File: src/sv/lzl_pkg.sv
// lzl_pkg: shared constants, types and helpers for the lazy-delete list.
// No dependencies; used by lzl_ram users, lzl_ctrl and the top level.
`timescale 1ns / 1ps
`default_nettype none
package lzl_pkg;

    localparam int DEPTH   = 64;
    localparam int ADDR_W  = (DEPTH > 1) ? $clog2(DEPTH) : 1;
    localparam int CNT_W   = $clog2(DEPTH + 1);
    localparam int SUM_W   = ADDR_W + 1;
    localparam int VAL_W   = 64;

    localparam logic [VAL_W-1:0] INFINITY = 64'h7FF0_0000_0000_0000;

    typedef enum logic [2:0] {
        CMD_ADD_FRONT = 3'd0,
        CMD_ADD_BACK  = 3'd1,
        CMD_DEL_FIRST = 3'd2,
        CMD_DEL_LAST  = 3'd3,
        CMD_DEL_NTH   = 3'd4,
        CMD_RECALL    = 3'd5
    } cmd_t;

    typedef enum logic [1:0] {
        ST_DONE      = 2'd0,
        ST_NOT_FOUND = 2'd1,
        ST_FULL      = 2'd2,
        ST_NO_RECALL = 2'd3
    } status_t;

    typedef struct packed {
        logic             marked;
        logic [CNT_W-1:0] order;
        logic [VAL_W-1:0] value;
    } entry_t;

    localparam int ENTRY_W = $bits(entry_t);

    typedef struct packed {
        logic              we;
        logic [ADDR_W-1:0] waddr;
        entry_t            wdata;
        logic [ADDR_W-1:0] raddr;
    } ram_req_t;

    // circular slot of a rank counted from the front
    function automatic logic [ADDR_W-1:0] slot_of(input logic [ADDR_W-1:0] front,
                                                  input logic [ADDR_W-1:0] rank);
        logic [SUM_W-1:0] sum;
        sum = {1'b0, front} + {1'b0, rank};
        if (sum >= SUM_W'(DEPTH))
        begin
            sum = sum - SUM_W'(DEPTH);
        end
        return sum[ADDR_W-1:0];
    endfunction

endpackage
`default_nettype wire

File: src/sv/lzl_ram.sv
// lzl_ram: generic single-write, single-read synchronous RAM, registered read.
// No dependencies.
`timescale 1ns / 1ps
`default_nettype none
module lzl_ram #(
    parameter int WIDTH  = 8,
    parameter int DEPTH_N = 4,
    parameter int AW     = 2
) (
    input  wire logic             clk,
    input  wire logic             we,
    input  wire logic [AW-1:0]    waddr,
    input  wire logic [WIDTH-1:0] wdata,
    input  wire logic [AW-1:0]    raddr,
    output logic      [WIDTH-1:0] rdata
);

    logic [WIDTH-1:0] mem [DEPTH_N];

    always_ff @(posedge clk)
    begin
        if (we)
        begin
            mem[waddr] <= wdata;
        end
        rdata <= mem[raddr];
    end

endmodule
`default_nettype wire

File: src/sv/lzl_ctrl.sv
// lzl_ctrl: command sequencer; walks the entry RAM for search, recall, compaction.
// Depends on lzl_pkg.
`timescale 1ns / 1ps
`default_nettype none
module lzl_ctrl (
    input  wire logic                    clk,
    input  wire logic                    rst_n,
    input  wire logic                    in_valid,
    output logic                         in_stall,
    input  wire logic [2:0]              cmd,
    input  wire logic [63:0]             value_in,
    input  wire logic [6:0]              position,
    output logic                         out_valid,
    input  wire logic                    out_stall,
    output logic [63:0]                  value_out,
    output logic [1:0]                   status,
    output logic [6:0]                   live_count,
    output logic [6:0]                   marked_count,
    output lzl_pkg::ram_req_t            ram_req,
    input  wire logic [lzl_pkg::ENTRY_W-1:0] ram_rdata
);

    typedef enum logic [2:0] {
        S_IDLE,
        S_RD,
        S_CHK,
        S_FINISH
    } state_t;

    typedef enum logic [2:0] {
        M_SINGLE,
        M_FIRST,
        M_LAST,
        M_NTH,
        M_RECALL,
        M_COMPACT
    } mode_t;

    state_t                        state_reg, state_next;
    mode_t                         mode_reg, mode_next;
    logic [lzl_pkg::CNT_W-1:0]     i_reg, i_next;
    logic [lzl_pkg::CNT_W-1:0]     w_reg, w_next;
    logic [lzl_pkg::CNT_W-1:0]     seen_reg, seen_next;
    logic [lzl_pkg::ADDR_W-1:0]    front_reg, front_next;
    logic [lzl_pkg::CNT_W-1:0]     stored_reg, stored_next;
    logic [lzl_pkg::CNT_W-1:0]     mt_reg, mt_next;
    logic [6:0]                    pos_reg, pos_next;
    logic [63:0]                   res_reg, res_next;
    lzl_pkg::status_t              st_reg, st_next;
    logic                          ov_reg, ov_next;
    logic [63:0]                   vo_reg, vo_next;
    logic [1:0]                    so_reg, so_next;
    logic [6:0]                    lc_reg, lc_next;
    logic [6:0]                    mc_reg, mc_next;

    lzl_pkg::entry_t               rd_entry;
    logic [lzl_pkg::CNT_W-1:0]     live;
    logic [lzl_pkg::CNT_W-1:0]     mt_inc;
    logic [lzl_pkg::CNT_W-1:0]     last_i;
    logic [lzl_pkg::ADDR_W-1:0]    cur_slot;
    logic                          hit;

    assign rd_entry = lzl_pkg::entry_t'(ram_rdata);
    assign live     = stored_reg - mt_reg;
    assign mt_inc   = mt_reg + 1'b1;
    assign last_i   = stored_reg - 1'b1;
    assign cur_slot = lzl_pkg::slot_of(front_reg, i_reg[lzl_pkg::ADDR_W-1:0]);

    assign in_stall     = (state_reg != S_IDLE);
    assign out_valid    = ov_reg;
    assign value_out    = vo_reg;
    assign status       = so_reg;
    assign live_count   = lc_reg;
    assign marked_count = mc_reg;

    always_comb
    begin
        state_next  = state_reg;
        mode_next   = mode_reg;
        i_next      = i_reg;
        w_next      = w_reg;
        seen_next   = seen_reg;
        front_next  = front_reg;
        stored_next = stored_reg;
        mt_next     = mt_reg;
        pos_next    = pos_reg;
        res_next    = res_reg;
        st_next     = st_reg;
        ov_next     = ov_reg && out_stall;
        vo_next     = vo_reg;
        so_next     = so_reg;
        lc_next     = lc_reg;
        mc_next     = mc_reg;
        hit         = 1'b0;

        ram_req.we    = 1'b0;
        ram_req.waddr = cur_slot;
        ram_req.wdata = '{marked: 1'b0, order: '0, value: rd_entry.value};
        ram_req.raddr = cur_slot;

        case (state_reg)
            S_IDLE:
            begin
                if (in_valid)
                begin
                    res_next   = lzl_pkg::INFINITY;
                    st_next    = lzl_pkg::ST_DONE;
                    pos_next   = position;
                    seen_next  = '0;
                    i_next     = '0;
                    state_next = S_FINISH;
                    case (cmd)
                        lzl_pkg::CMD_ADD_FRONT, lzl_pkg::CMD_ADD_BACK:
                        begin
                            if (stored_reg >= lzl_pkg::CNT_W'(lzl_pkg::DEPTH))
                            begin
                                st_next = lzl_pkg::ST_FULL;
                            end
                            else
                            begin
                                ram_req.we    = 1'b1;
                                ram_req.wdata = '{marked: 1'b0, order: '0, value: value_in};
                                if (cmd == lzl_pkg::CMD_ADD_FRONT)
                                begin
                                    front_next = (front_reg == '0) ?
                                        lzl_pkg::ADDR_W'(lzl_pkg::DEPTH - 1) :
                                        front_reg - 1'b1;
                                    ram_req.waddr = front_next;
                                end
                                else
                                begin
                                    ram_req.waddr = lzl_pkg::slot_of(front_reg,
                                        stored_reg[lzl_pkg::ADDR_W-1:0]);
                                end
                                stored_next = stored_reg + 1'b1;
                            end
                        end
                        lzl_pkg::CMD_DEL_FIRST, lzl_pkg::CMD_DEL_LAST, lzl_pkg::CMD_DEL_NTH:
                        begin
                            if (stored_reg == '0)
                            begin
                                st_next = lzl_pkg::ST_NOT_FOUND;
                            end
                            else if (stored_reg == lzl_pkg::CNT_W'(1) &&
                                     (cmd != lzl_pkg::CMD_DEL_NTH || position == 7'd1))
                            begin
                                mode_next  = M_SINGLE;
                                state_next = S_RD;
                            end
                            else if (cmd == lzl_pkg::CMD_DEL_NTH &&
                                     (position == 7'd0 || 32'(position) > 32'(live)))
                            begin
                                st_next = lzl_pkg::ST_NOT_FOUND;
                            end
                            else
                            begin
                                state_next = S_RD;
                                case (cmd)
                                    lzl_pkg::CMD_DEL_FIRST: mode_next = M_FIRST;
                                    lzl_pkg::CMD_DEL_LAST:
                                    begin
                                        mode_next = M_LAST;
                                        i_next    = last_i;
                                    end
                                    default: mode_next = M_NTH;
                                endcase
                            end
                        end
                        lzl_pkg::CMD_RECALL:
                        begin
                            if (mt_reg == '0)
                            begin
                                st_next = lzl_pkg::ST_NO_RECALL;
                            end
                            else
                            begin
                                mode_next  = M_RECALL;
                                state_next = S_RD;
                            end
                        end
                        default: ;
                    endcase
                end
            end
            S_RD:
            begin
                state_next = S_CHK;
            end
            S_CHK:
            begin
                state_next = S_RD;
                case (mode_reg)
                    M_SINGLE:
                    begin
                        res_next    = rd_entry.value;
                        stored_next = '0;
                        state_next  = S_FINISH;
                    end
                    M_FIRST, M_LAST, M_NTH:
                    begin
                        if (!rd_entry.marked)
                        begin
                            seen_next = seen_reg + 1'b1;
                            hit = (mode_reg != M_NTH) || (32'(seen_next) == 32'(pos_reg));
                        end
                        if (hit)
                        begin
                            res_next      = rd_entry.value;
                            ram_req.we    = 1'b1;
                            ram_req.wdata = '{marked: 1'b1, order: mt_inc,
                                              value: rd_entry.value};
                            mt_next       = mt_inc;
                            if ({mt_inc, 1'b0} > {1'b0, stored_reg})
                            begin
                                mode_next = M_COMPACT;
                                i_next    = '0;
                                w_next    = '0;
                            end
                            else
                            begin
                                state_next = S_FINISH;
                            end
                        end
                        else if (mode_reg == M_LAST ? (i_reg == '0) : (i_reg == last_i))
                        begin
                            st_next    = lzl_pkg::ST_NOT_FOUND;
                            state_next = S_FINISH;
                        end
                        else
                        begin
                            i_next = (mode_reg == M_LAST) ? i_reg - 1'b1 : i_reg + 1'b1;
                        end
                    end
                    M_RECALL:
                    begin
                        if (rd_entry.marked && rd_entry.order == mt_reg)
                        begin
                            res_next   = rd_entry.value;
                            ram_req.we = 1'b1;
                            mt_next    = mt_reg - 1'b1;
                            state_next = S_FINISH;
                        end
                        else if (i_reg == last_i)
                        begin
                            st_next    = lzl_pkg::ST_NO_RECALL;
                            state_next = S_FINISH;
                        end
                        else
                        begin
                            i_next = i_reg + 1'b1;
                        end
                    end
                    M_COMPACT:
                    begin
                        if (!rd_entry.marked)
                        begin
                            ram_req.we    = 1'b1;
                            ram_req.waddr = lzl_pkg::slot_of(front_reg,
                                                w_reg[lzl_pkg::ADDR_W-1:0]);
                            w_next        = w_reg + 1'b1;
                        end
                        if (i_reg == last_i)
                        begin
                            stored_next = w_next;
                            mt_next     = '0;
                            state_next  = S_FINISH;
                        end
                        else
                        begin
                            i_next = i_reg + 1'b1;
                        end
                    end
                    default: state_next = S_FINISH;
                endcase
            end
            S_FINISH:
            begin
                if (!ov_reg || !out_stall)
                begin
                    ov_next    = 1'b1;
                    vo_next    = res_reg;
                    so_next    = st_reg;
                    lc_next    = 7'(live);
                    mc_next    = 7'(mt_reg);
                    state_next = S_IDLE;
                end
            end
            default: state_next = S_IDLE;
        endcase
    end

    always_ff @(posedge clk or negedge rst_n)
    begin
        if (!rst_n)
        begin
            state_reg  <= S_IDLE;
            mode_reg   <= M_SINGLE;
            front_reg  <= '0;
            stored_reg <= '0;
            mt_reg     <= '0;
            ov_reg     <= 1'b0;
        end
        else
        begin
            state_reg  <= state_next;
            mode_reg   <= mode_next;
            front_reg  <= front_next;
            stored_reg <= stored_next;
            mt_reg     <= mt_next;
            ov_reg     <= ov_next;
        end
    end

    always_ff @(posedge clk)
    begin
        i_reg    <= i_next;
        w_reg    <= w_next;
        seen_reg <= seen_next;
        pos_reg  <= pos_next;
        res_reg  <= res_next;
        st_reg   <= st_next;
        vo_reg   <= vo_next;
        so_reg   <= so_next;
        lc_reg   <= lc_next;
        mc_reg   <= mc_next;
    end

endmodule
`default_nettype wire

File: src/sv/lazy_delete_list_with_recall.sv
// lazy_delete_list_with_recall: top level; sequencer plus entry RAM.
// Depends on lzl_pkg, lzl_ram, lzl_ctrl.
`timescale 1ns / 1ps
`default_nettype none
// Ordered list of up to lzl_pkg::DEPTH 64-bit values held in a circular
// entry RAM (value, mark bit and mark number per entry). One transaction at
// a time: in_stall is high from acceptance until the result is loaded into
// the output register, which may still hold an earlier result while the
// next transaction is taken. Every RAM entry visited takes a read state
// (S_RD) and a check state (S_CHK), as the single read port is registered.
// Adds and unused commands go straight to the finish state; deletes and
// recall walk the entries one at a time, at most the stored count; a mark
// that leaves more marked than live entries adds a compaction pass over
// every stored entry. The mark count always equals the number of
// outstanding marks, so marked_count is read from a register rather than
// counted. No clearing pass after reset: every entry inside the stored
// range was written by an add first.
module lazy_delete_list_with_recall (
    input  wire logic        clk,
    input  wire logic        rst_n,
    input  wire logic        in_valid,
    output logic             in_stall,
    input  wire logic [2:0]  cmd,
    input  wire logic [63:0] value_in,
    input  wire logic [6:0]  position,
    output logic             out_valid,
    input  wire logic        out_stall,
    output logic [63:0]      value_out,
    output logic [1:0]       status,
    output logic [6:0]       live_count,
    output logic [6:0]       marked_count
);

    lzl_pkg::ram_req_t              ram_req;
    logic [lzl_pkg::ENTRY_W-1:0]    ram_rdata;

    // sequencer: decode, search walks, mark/recall and compaction
    lzl_ctrl u_ctrl (
        .clk          (clk),
        .rst_n        (rst_n),
        .in_valid     (in_valid),
        .in_stall     (in_stall),
        .cmd          (cmd),
        .value_in     (value_in),
        .position     (position),
        .out_valid    (out_valid),
        .out_stall    (out_stall),
        .value_out    (value_out),
        .status       (status),
        .live_count   (live_count),
        .marked_count (marked_count),
        .ram_req      (ram_req),
        .ram_rdata    (ram_rdata)
    );

    // entry store
    lzl_ram #(
        .WIDTH   (lzl_pkg::ENTRY_W),
        .DEPTH_N (lzl_pkg::DEPTH),
        .AW      (lzl_pkg::ADDR_W)
    ) u_ram (
        .clk   (clk),
        .we    (ram_req.we),
        .waddr (ram_req.waddr),
        .wdata (ram_req.wdata),
        .raddr (ram_req.raddr),
        .rdata (ram_rdata)
    );

`ifndef SYNTH
    // compaction keeps marked entries from outnumbering live ones
    a_marks_bounded: assert property (@(posedge clk) disable iff (!rst_n)
        out_valid |-> (marked_count <= live_count))
        else $error("marked entries outnumber live entries");

    a_fill_bounded: assert property (@(posedge clk) disable iff (!rst_n)
        out_valid |-> (32'(live_count) + 32'(marked_count) <= 32'(lzl_pkg::DEPTH)))
        else $error("stored count exceeds depth");

    a_full_status: assert property (@(posedge clk) disable iff (!rst_n)
        (out_valid && status == lzl_pkg::ST_FULL) |->
            (32'(live_count) + 32'(marked_count) == 32'(lzl_pkg::DEPTH)))
        else $error("full status on a list that is not full");

    a_busy_after_accept: assert property (@(posedge clk) disable iff (!rst_n)
        (in_valid && !in_stall) |=> in_stall)
        else $error("accepted a transaction without going busy");
`endif

endmodule
`default_nettype wire
File: config.mk
export PLATFORM = sky130hd
export DESIGN_NAME = lazy_delete_list_with_recall
export DESIGN_NICKNAME = d
export VERILOG_FILES = /design/src/sv/lzl_pkg.sv /design/src/sv/lzl_ram.sv /design/src/sv/lzl_ctrl.sv /design/src/sv/lazy_delete_list_with_recall.sv
export SDC_FILE = /design/constraint.sdc
export NUM_CORES = 2
export LEC_CHECK = 0
export BUFFER_PORTS_ARGS = -buffer_cell sky130_fd_sc_hd__buf_2
export CAP_MARGIN = 20
export CORE_ASPECT_RATIO = 1.2
export CORE_MARGIN = 8
export CORE_UTILIZATION = 45
export DETAILED_ROUTE_END_ITERATION = 10
export HOLD_SLACK_MARGIN = 0.03
export SYNTH_ARGS = -nofsm -noshare
export SYNTH_HDL_FRONTEND = slang
export SYNTH_MEMORY_MAX_BITS = 65536
export SYNTH_SLANG_ARGS = --single-unit
File: constraint.sdc
create_clock -name clk -period 9.9 [get_ports clk]
set_input_delay 0.99 -clock clk [delete_from_list [all_inputs] [get_ports clk]]
set_output_delay 0.99 -clock clk [all_outputs]
set_load 0.05 [all_outputs]
Word level (Yosys, flattened, before mapping) --
Memories as Yosys holds them, arrays and structs flattened. A register that Yosys moved wholly into a read port is not among the register bits. Cells that the tools add are included.
Storage, ports and cells: word-level logic and storage cells 224, bits of input ports 78, output and inout bits 82, register bits after elaboration 201, memories 1, RAM bits 4608
Operators by class: reductions and logical operators 37, mux-type cells 98, eq/ne operators 49, add/sub/neg operators 16, order comparisons 6, bitwise operators 1
Memories:
- u_ram.mem | words 64, width 72, read ports 1, clocked after memory_dff 1, write ports 1, RTL line lzl_ram.sv:18 | logic [WIDTH-1:0] mem [DEPTH_N];
Operators with widths (count):
- 79-bit 2-to-1 mux | 3
- 64-bit 2-to-1 mux | 3
- 64-bit one-hot mux with 3 select lines | 1
- 7-bit 2-to-1 mux | 25
- 79-bit one-hot mux with 2 select lines | 1
- 72-bit 2-to-1 mux | 2
- 64-bit one-hot mux with 2 select lines | 1
- 7-bit one-hot mux with 2 select lines | 5
- 3-bit 2-to-1 mux | 14
- 7-bit one-hot mux with 3 select lines | 2
- 6-bit 2-to-1 mux | 6
- 7-bit by 1-bit adder with 7-bit output (second input constant) | 5
- 7-bit >= comparator (second input constant) | 4
- 7-bit logical NOT | 4
- 2-bit 2-to-1 mux | 14
- 6-bit by 1-bit subtractor with 6-bit output (second input constant) | 4
- 6-bit by 6-bit adder with 7-bit output | 3
- 7-bit == test | 3
- 3-bit by 2-bit inequality test with 1-bit output (second input constant) | 7
- 7-bit by 1-bit subtractor with 7-bit output (second input constant) | 3
- 3-bit by 2-bit == test with 1-bit output (second input constant) | 6
- 3-bit inequality test (second input constant) | 6
- 3-bit one-hot mux with 2 select lines | 3
- 2-bit by 1-bit inequality test with 1-bit output (second input constant) | 8
- other kinds (34) | 74

Logic depth before layout (Yosys ltp) --
depth after elaboration 11, mapped depth 17, depth with buffers taken out 17

Cells and area by module --
Synthesis repeated with hierarchy kept, for this count alone.
Unflattened totals: cells, all modules 8660, area total of the unflattened synthesis 187144.5 um^2
By module, submodules not included:
- lzl_ram | instances 1, area an instance 176234.0 um^2, cells each 7627, sequential area each 139814.1 um^2
- lzl_ctrl | instances 1, area an instance 10910.5 um^2, cells each 1033, sequential area each 5875.6 um^2

Worst setup path after synthesis --
No wires, ideal clock.
path kind register to register, start register u_ctrl.seen_reg[0] (netlist name), end register u_ctrl.res_reg[0], enable pin, clock period less this slack 7.340 ns, arrival 6.765 ns, stages on the path, launching flop included 9, setup time 0.574 ns, required time 9.326 ns, setup slack 2.560 ns, path buffers 0, cell sequence edfxtp_1 > ha_1 > xor2_1 > or3_1 > a2111o_1 > o31ai_4 > nor2_1 > a2bb2oi_1 > o21ai_0
Between the ends: word-level cells in the longest chain between the ends 8
RTL lines:
- start: declaration | RTL line lzl_ctrl.sv:43 | logic [lzl_pkg::CNT_W-1:0] seen_reg, seen_next;
- start signal: assignment | RTL line lzl_ctrl.sv:318 | seen_reg <= seen_next;
- 7-bit by 1-bit adder with 7-bit output | RTL line lzl_ctrl.sv:203 | seen_next = seen_reg + 1'b1;
- 7-bit == test | RTL line lzl_ctrl.sv:204 | hit = (mode_reg != M_NTH) || (32'(seen_next) == 32'(pos_reg));
- 1-bit logical OR | RTL line lzl_ctrl.sv:204
- 1-bit 2-to-1 mux | RTL line lzl_ctrl.sv:201 | if (!rd_entry.marked)
- 1-bit 2-to-1 mux | RTL line lzl_ctrl.sv:192 | case (mode_reg)
- 1-bit 2-to-1 mux | RTL line lzl_ctrl.sv:101 | case (state_reg)
- 3-bit by 2-bit inequality test with 1-bit output (no line)
- 5-bit AND reduction (no line)
- end signal: assignment | RTL line lzl_ctrl.sv:320 | res_reg <= res_next;
- end: declaration | RTL line lzl_ctrl.sv:48 | logic [63:0] res_reg, res_next;
Every way passes these cells. The select of a mux whose other input is x is not followed. A chain may end at the register's enable or synchronous reset.

Final worst setup path --
start register u_ctrl.i_reg[0] (netlist name), end register u_ram.rdata[33], read port of u_ram.mem
Between the ends: word-level cells in the longest chain between the ends 3, elaborated cells between the ends (all ways) 4, those cells by class add/sub (2); order compare (1); mux (1)
RTL lines:
- start: declaration | RTL line lzl_ctrl.sv:41 | logic [lzl_pkg::CNT_W-1:0] i_reg, i_next;
- start signal: assignment | RTL line lzl_ctrl.sv:316 | i_reg <= i_next;
- 6-bit by 6-bit adder with 7-bit output * | RTL line lzl_pkg.sv:50 | sum = {1'b0, front} + {1'b0, rank};
- 6-bit by 1-bit subtractor with 6-bit output / 7-bit >= comparator (equally long branches) | RTL line lzl_pkg.sv:53, lzl_pkg.sv:51
- 6-bit 2-to-1 mux * | RTL line lzl_pkg.sv:51 | if (sum >= SUM_W'(DEPTH))
- end: declaration | RTL line lzl_ram.sv:15 | output logic [WIDTH-1:0] rdata
Mark *: on every way between the ends. The rest lies on a longest branch, timed or not.

==> qor.csv <==
stage,metric,value,unit
status,status,"finished, final reports clean",
timing,setup total negative slack,0,ps
layout,Largest register FFs,4608,
setup_path,Worst setup SP type,register,
synth,Main synth FF type,edfxtp_1,
die,Initial Util,45.18,%
cts,CTS tree,yes,
layout,layout cell share with drive strength beyond 1,29.57,%
min_path,Min-Delay Path Class,in -> reg,
synth,Syn Std Cell Area,0.1874,mm2
place,placed inst area,0.1965,mm2
cts,total CTS buffers,463,
layout,NumNets Final,8615,
layout,Top reg by flops,u_ram.mem,
synth,asr flop ratio synth,0.5328,%
timing,RSZ-0062 raised after global routing,no,
synth,largest cells by area after synthesis,"edfxtp_1 77%, mux4_2 17%, dfxtp_1 0.77%, nand2_1 0.77%, and2_1 0.44%",
drt,residual DRC count,0,
power_and_ir_drop,Cell Pwr Density,346.5,mW/mm2
synth,Netlist cell types,81,
setup_path,Critical Path End Type,register,
drt,Final ANT Viol Nets,0,
timing,highest clock rate,158.9,MHz
setup_path,worst path cell trace,ha_4 -> fa_4 -> buf_4 -> buf_4 -> buf_4 -> mux4_2 -> mux4_2 -> and2_1 -> a211oi_1 -> a31oi_1,
synth,Ys Warns,0,
synth,Post-Syn Nets,8160,
setup_path,CP Class,reg -> reg,
synth,Syn Area/Cell,23.34,um2
place,Placer Congestion,0.8315,
drt,"wirelength, routed",511.5,mm
timing,"Slew Viols, Final",0,
die,core box area,0.4148,mm2
cts,Clock Latency Late Sink,990,ps
setup_path,crit-path max FO,58,
cts,Clk Tree Root Cell,clkbuf_16,
global_route,initial antenna violation count,13,
cts,CTS max path bufs,4,
setup_path,"Top cell by count, worst path",buf_4,
timing,Final min period,6293,ps
cts,"Reg clk slew, reported paths",60,ps
die,Die W,605.1,um
synth,synthesis-stage register bit count,4880,
drt,DRT Pass-1 Iters,6,
synth,cell count after synthesis,8030,
drt,wire per inst,35.61,um
die,Die ar.,0.4374,mm2
setup_path,CP peak stage delay,1470,ps
power_and_ir_drop,LEAKAGE,66.14,nW
synth,Post-synth top cells,"4782 x edfxtp_1, 1440 x mux4_2, 382 x nand2_1, 220 x clkbuf_1, 133 x and2_1",
timing,relative slew slack,22.64,%
die,std cell rows,259,
layout,post-route cell area,0.2113,mm2
job,max_cap viols,0,
global_route,gr ovfl total,0,
place,Port Buf Inserts,159,
global_route,first-pass GRT wire length,712.2,mm
timing,final setup fails,0,
synth,most common cell in the netlist,edfxtp_1,
synth,Post-synth EDFFs,4782,
timing,slew at the pin closest to its max-slew limit,1160,ps
timing,Final Skew,71.15,ps
drt,initial DRC count,12090,
synth,post-synth top area cell,edfxtp_1,
global_route,All-Layer GR Usage,23.00,%
synth,sequential share of the synthesized area,77.74,%
layout,Synth-to-Final Area Change,12.76,%
timing,Final period util,63.56,%
die,chip height,722.9,um
cts,# H-tree levels,5,
timing,"Hold Vio Cnt, Final",0,
drt,vias per inst,6.225,
die,# IOs,160,
setup_path,Worst EP arrival,7130,ps
layout,biggest regs,"u_ram.mem (4608), u_ram.rdata (72)",
synth,share of Yosys cell area claimed by the top area cell type,76.63,%
power_and_ir_drop,peak supply drop,0.5241,mV
cts,post-CTS setup buffer count,0,
global_route,largest net degree at the start of global routing,128,
cts,Num Clock Sinks,4880,
setup_path,"delay-heaviest family, CP",buffers and inverters,
place,dpl hpwl,258.9,mm
setup_path,CP max stage cell,fa_4,
setup_path,WP buf/inv,3,
global_route,vias in the first global route,90720,
setup_path,"Req. time, crit path",10740,ps
drt,Vias,89410,
==> cells by family (layout without fill, tap and decap cells) <==
logic type | count (synthesis) | in the layout | share of synthesized area [%]
compound gates | 332 | 332 | 1.187
xor+xnor | 65 | 65 | 0.3419
fa+ha+maj | 52 | 52 | 0.3632
buf+inv | 468 | 1316 | 1.029
flops | 4880 | 4880 | 77.74
mux | 1445 | 1445 | 17.33
other cells | 0 | 3 | 0
simple gates | 788 | 788 | 2.002
==> power by group <==
group,switching [mW],internal (mW)
Sequential,0.655,26.5
Clock,7.60,9.71
Combinational,16.6,12.1
==> cell usage in the layout (no fill, tap or decap), types with 86 or more instances in the layout <==
master / count
edfxtp_1: 4782
mux4_2: 1440
clkbuf_16: 471
nand2_1: 377
buf_4: 199
buf_2: 159
and2_1: 128
clkbuf_1: 113
clkinv_1: 99
a31oi_1: 87
a211oi_1: 86
==> final timing paths <==
kind | startpoint | end | slack, ps | cells past startpoint
hold / removal | position[5] | u_ctrl.pos_reg[5] | 250 | 1
hold reg to reg | u_ctrl.res_reg[18] | u_ctrl.value_out[18] | 400 | 0
min in group asynchronous | rst_n | u_ctrl.mt_reg[5] | 590 | 2
setup / recovery | u_ctrl.i_reg[0] | u_ram.rdata[33] | 3610 | 10
setup reg to reg | u_ctrl.i_reg[0] | u_ram.rdata[33] | 3610 | 10
max in group asynchronous | rst_n | u_ctrl.front_reg[5] | 8840 | 2
==> cell type report <==
type	instances	area, um2
fillers	32070	203500
multi-input cells	2682	40390
clock inverters	246	2112
repair buffers	420	3518
well taps	5481	6858
clock buffers	612	12600
inverters	38	142.6
flip-flops and latches	4880	145700
diodes	3	7.507
==> metal layers <==
| metal | vias to the layer above | wire length, um | part of all wire (%) | GRT usage, % |
|---|---|---|---|---|
| met5 | - | 0 | 0 | 0 |
| li1 | 35100 | - | - | - |
| met1 | 49220 | 201200 | 39 | 31.77 |
| met4 | 0 | 16920 | 3.3 | 6.752 |
| met2 | 4339 | 254000 | 50 | 38.35 |
| met3 | 756 | 39360 | 7.7 | 3.446 |
==> timing repair <==
action                     in CTS  in global routing
resized for setup               0                  0
setup endpoints to repair       0                  0
hold buffers                    1                  0
hold endpoints to repair       26                  0
==> worst reg2reg max path: cells and delay by family, from the launching register on <==
kind	cells	cell delay (ps)
AO/OA/AOI/OAI	2	290
adder cells (fa/ha/maj)	2	1700
buffers and inverters	3	2520
flip-flops	1	530
multiplexers	2	950
AND/OR/NAND/NOR	1	170
==> per-stage QoR <==
stage	instances	setup WS (ps)	total power [mW]	utilization, %	hold slack (ps)
finish	14360	3608	73.21	50.94	247.0
global route	14360	3513	75.90	50.94	211.7
CTS	14350	3633	73.88	50.91	164.5
detailed placement	13490	3694	56.66	47.37	404.5
global placement	13490	3697	56.26	47.34	400.5
floorplan	8030	2560	47.26	-	400.3
Note: power is estimated with default switching activity, not from simulation.
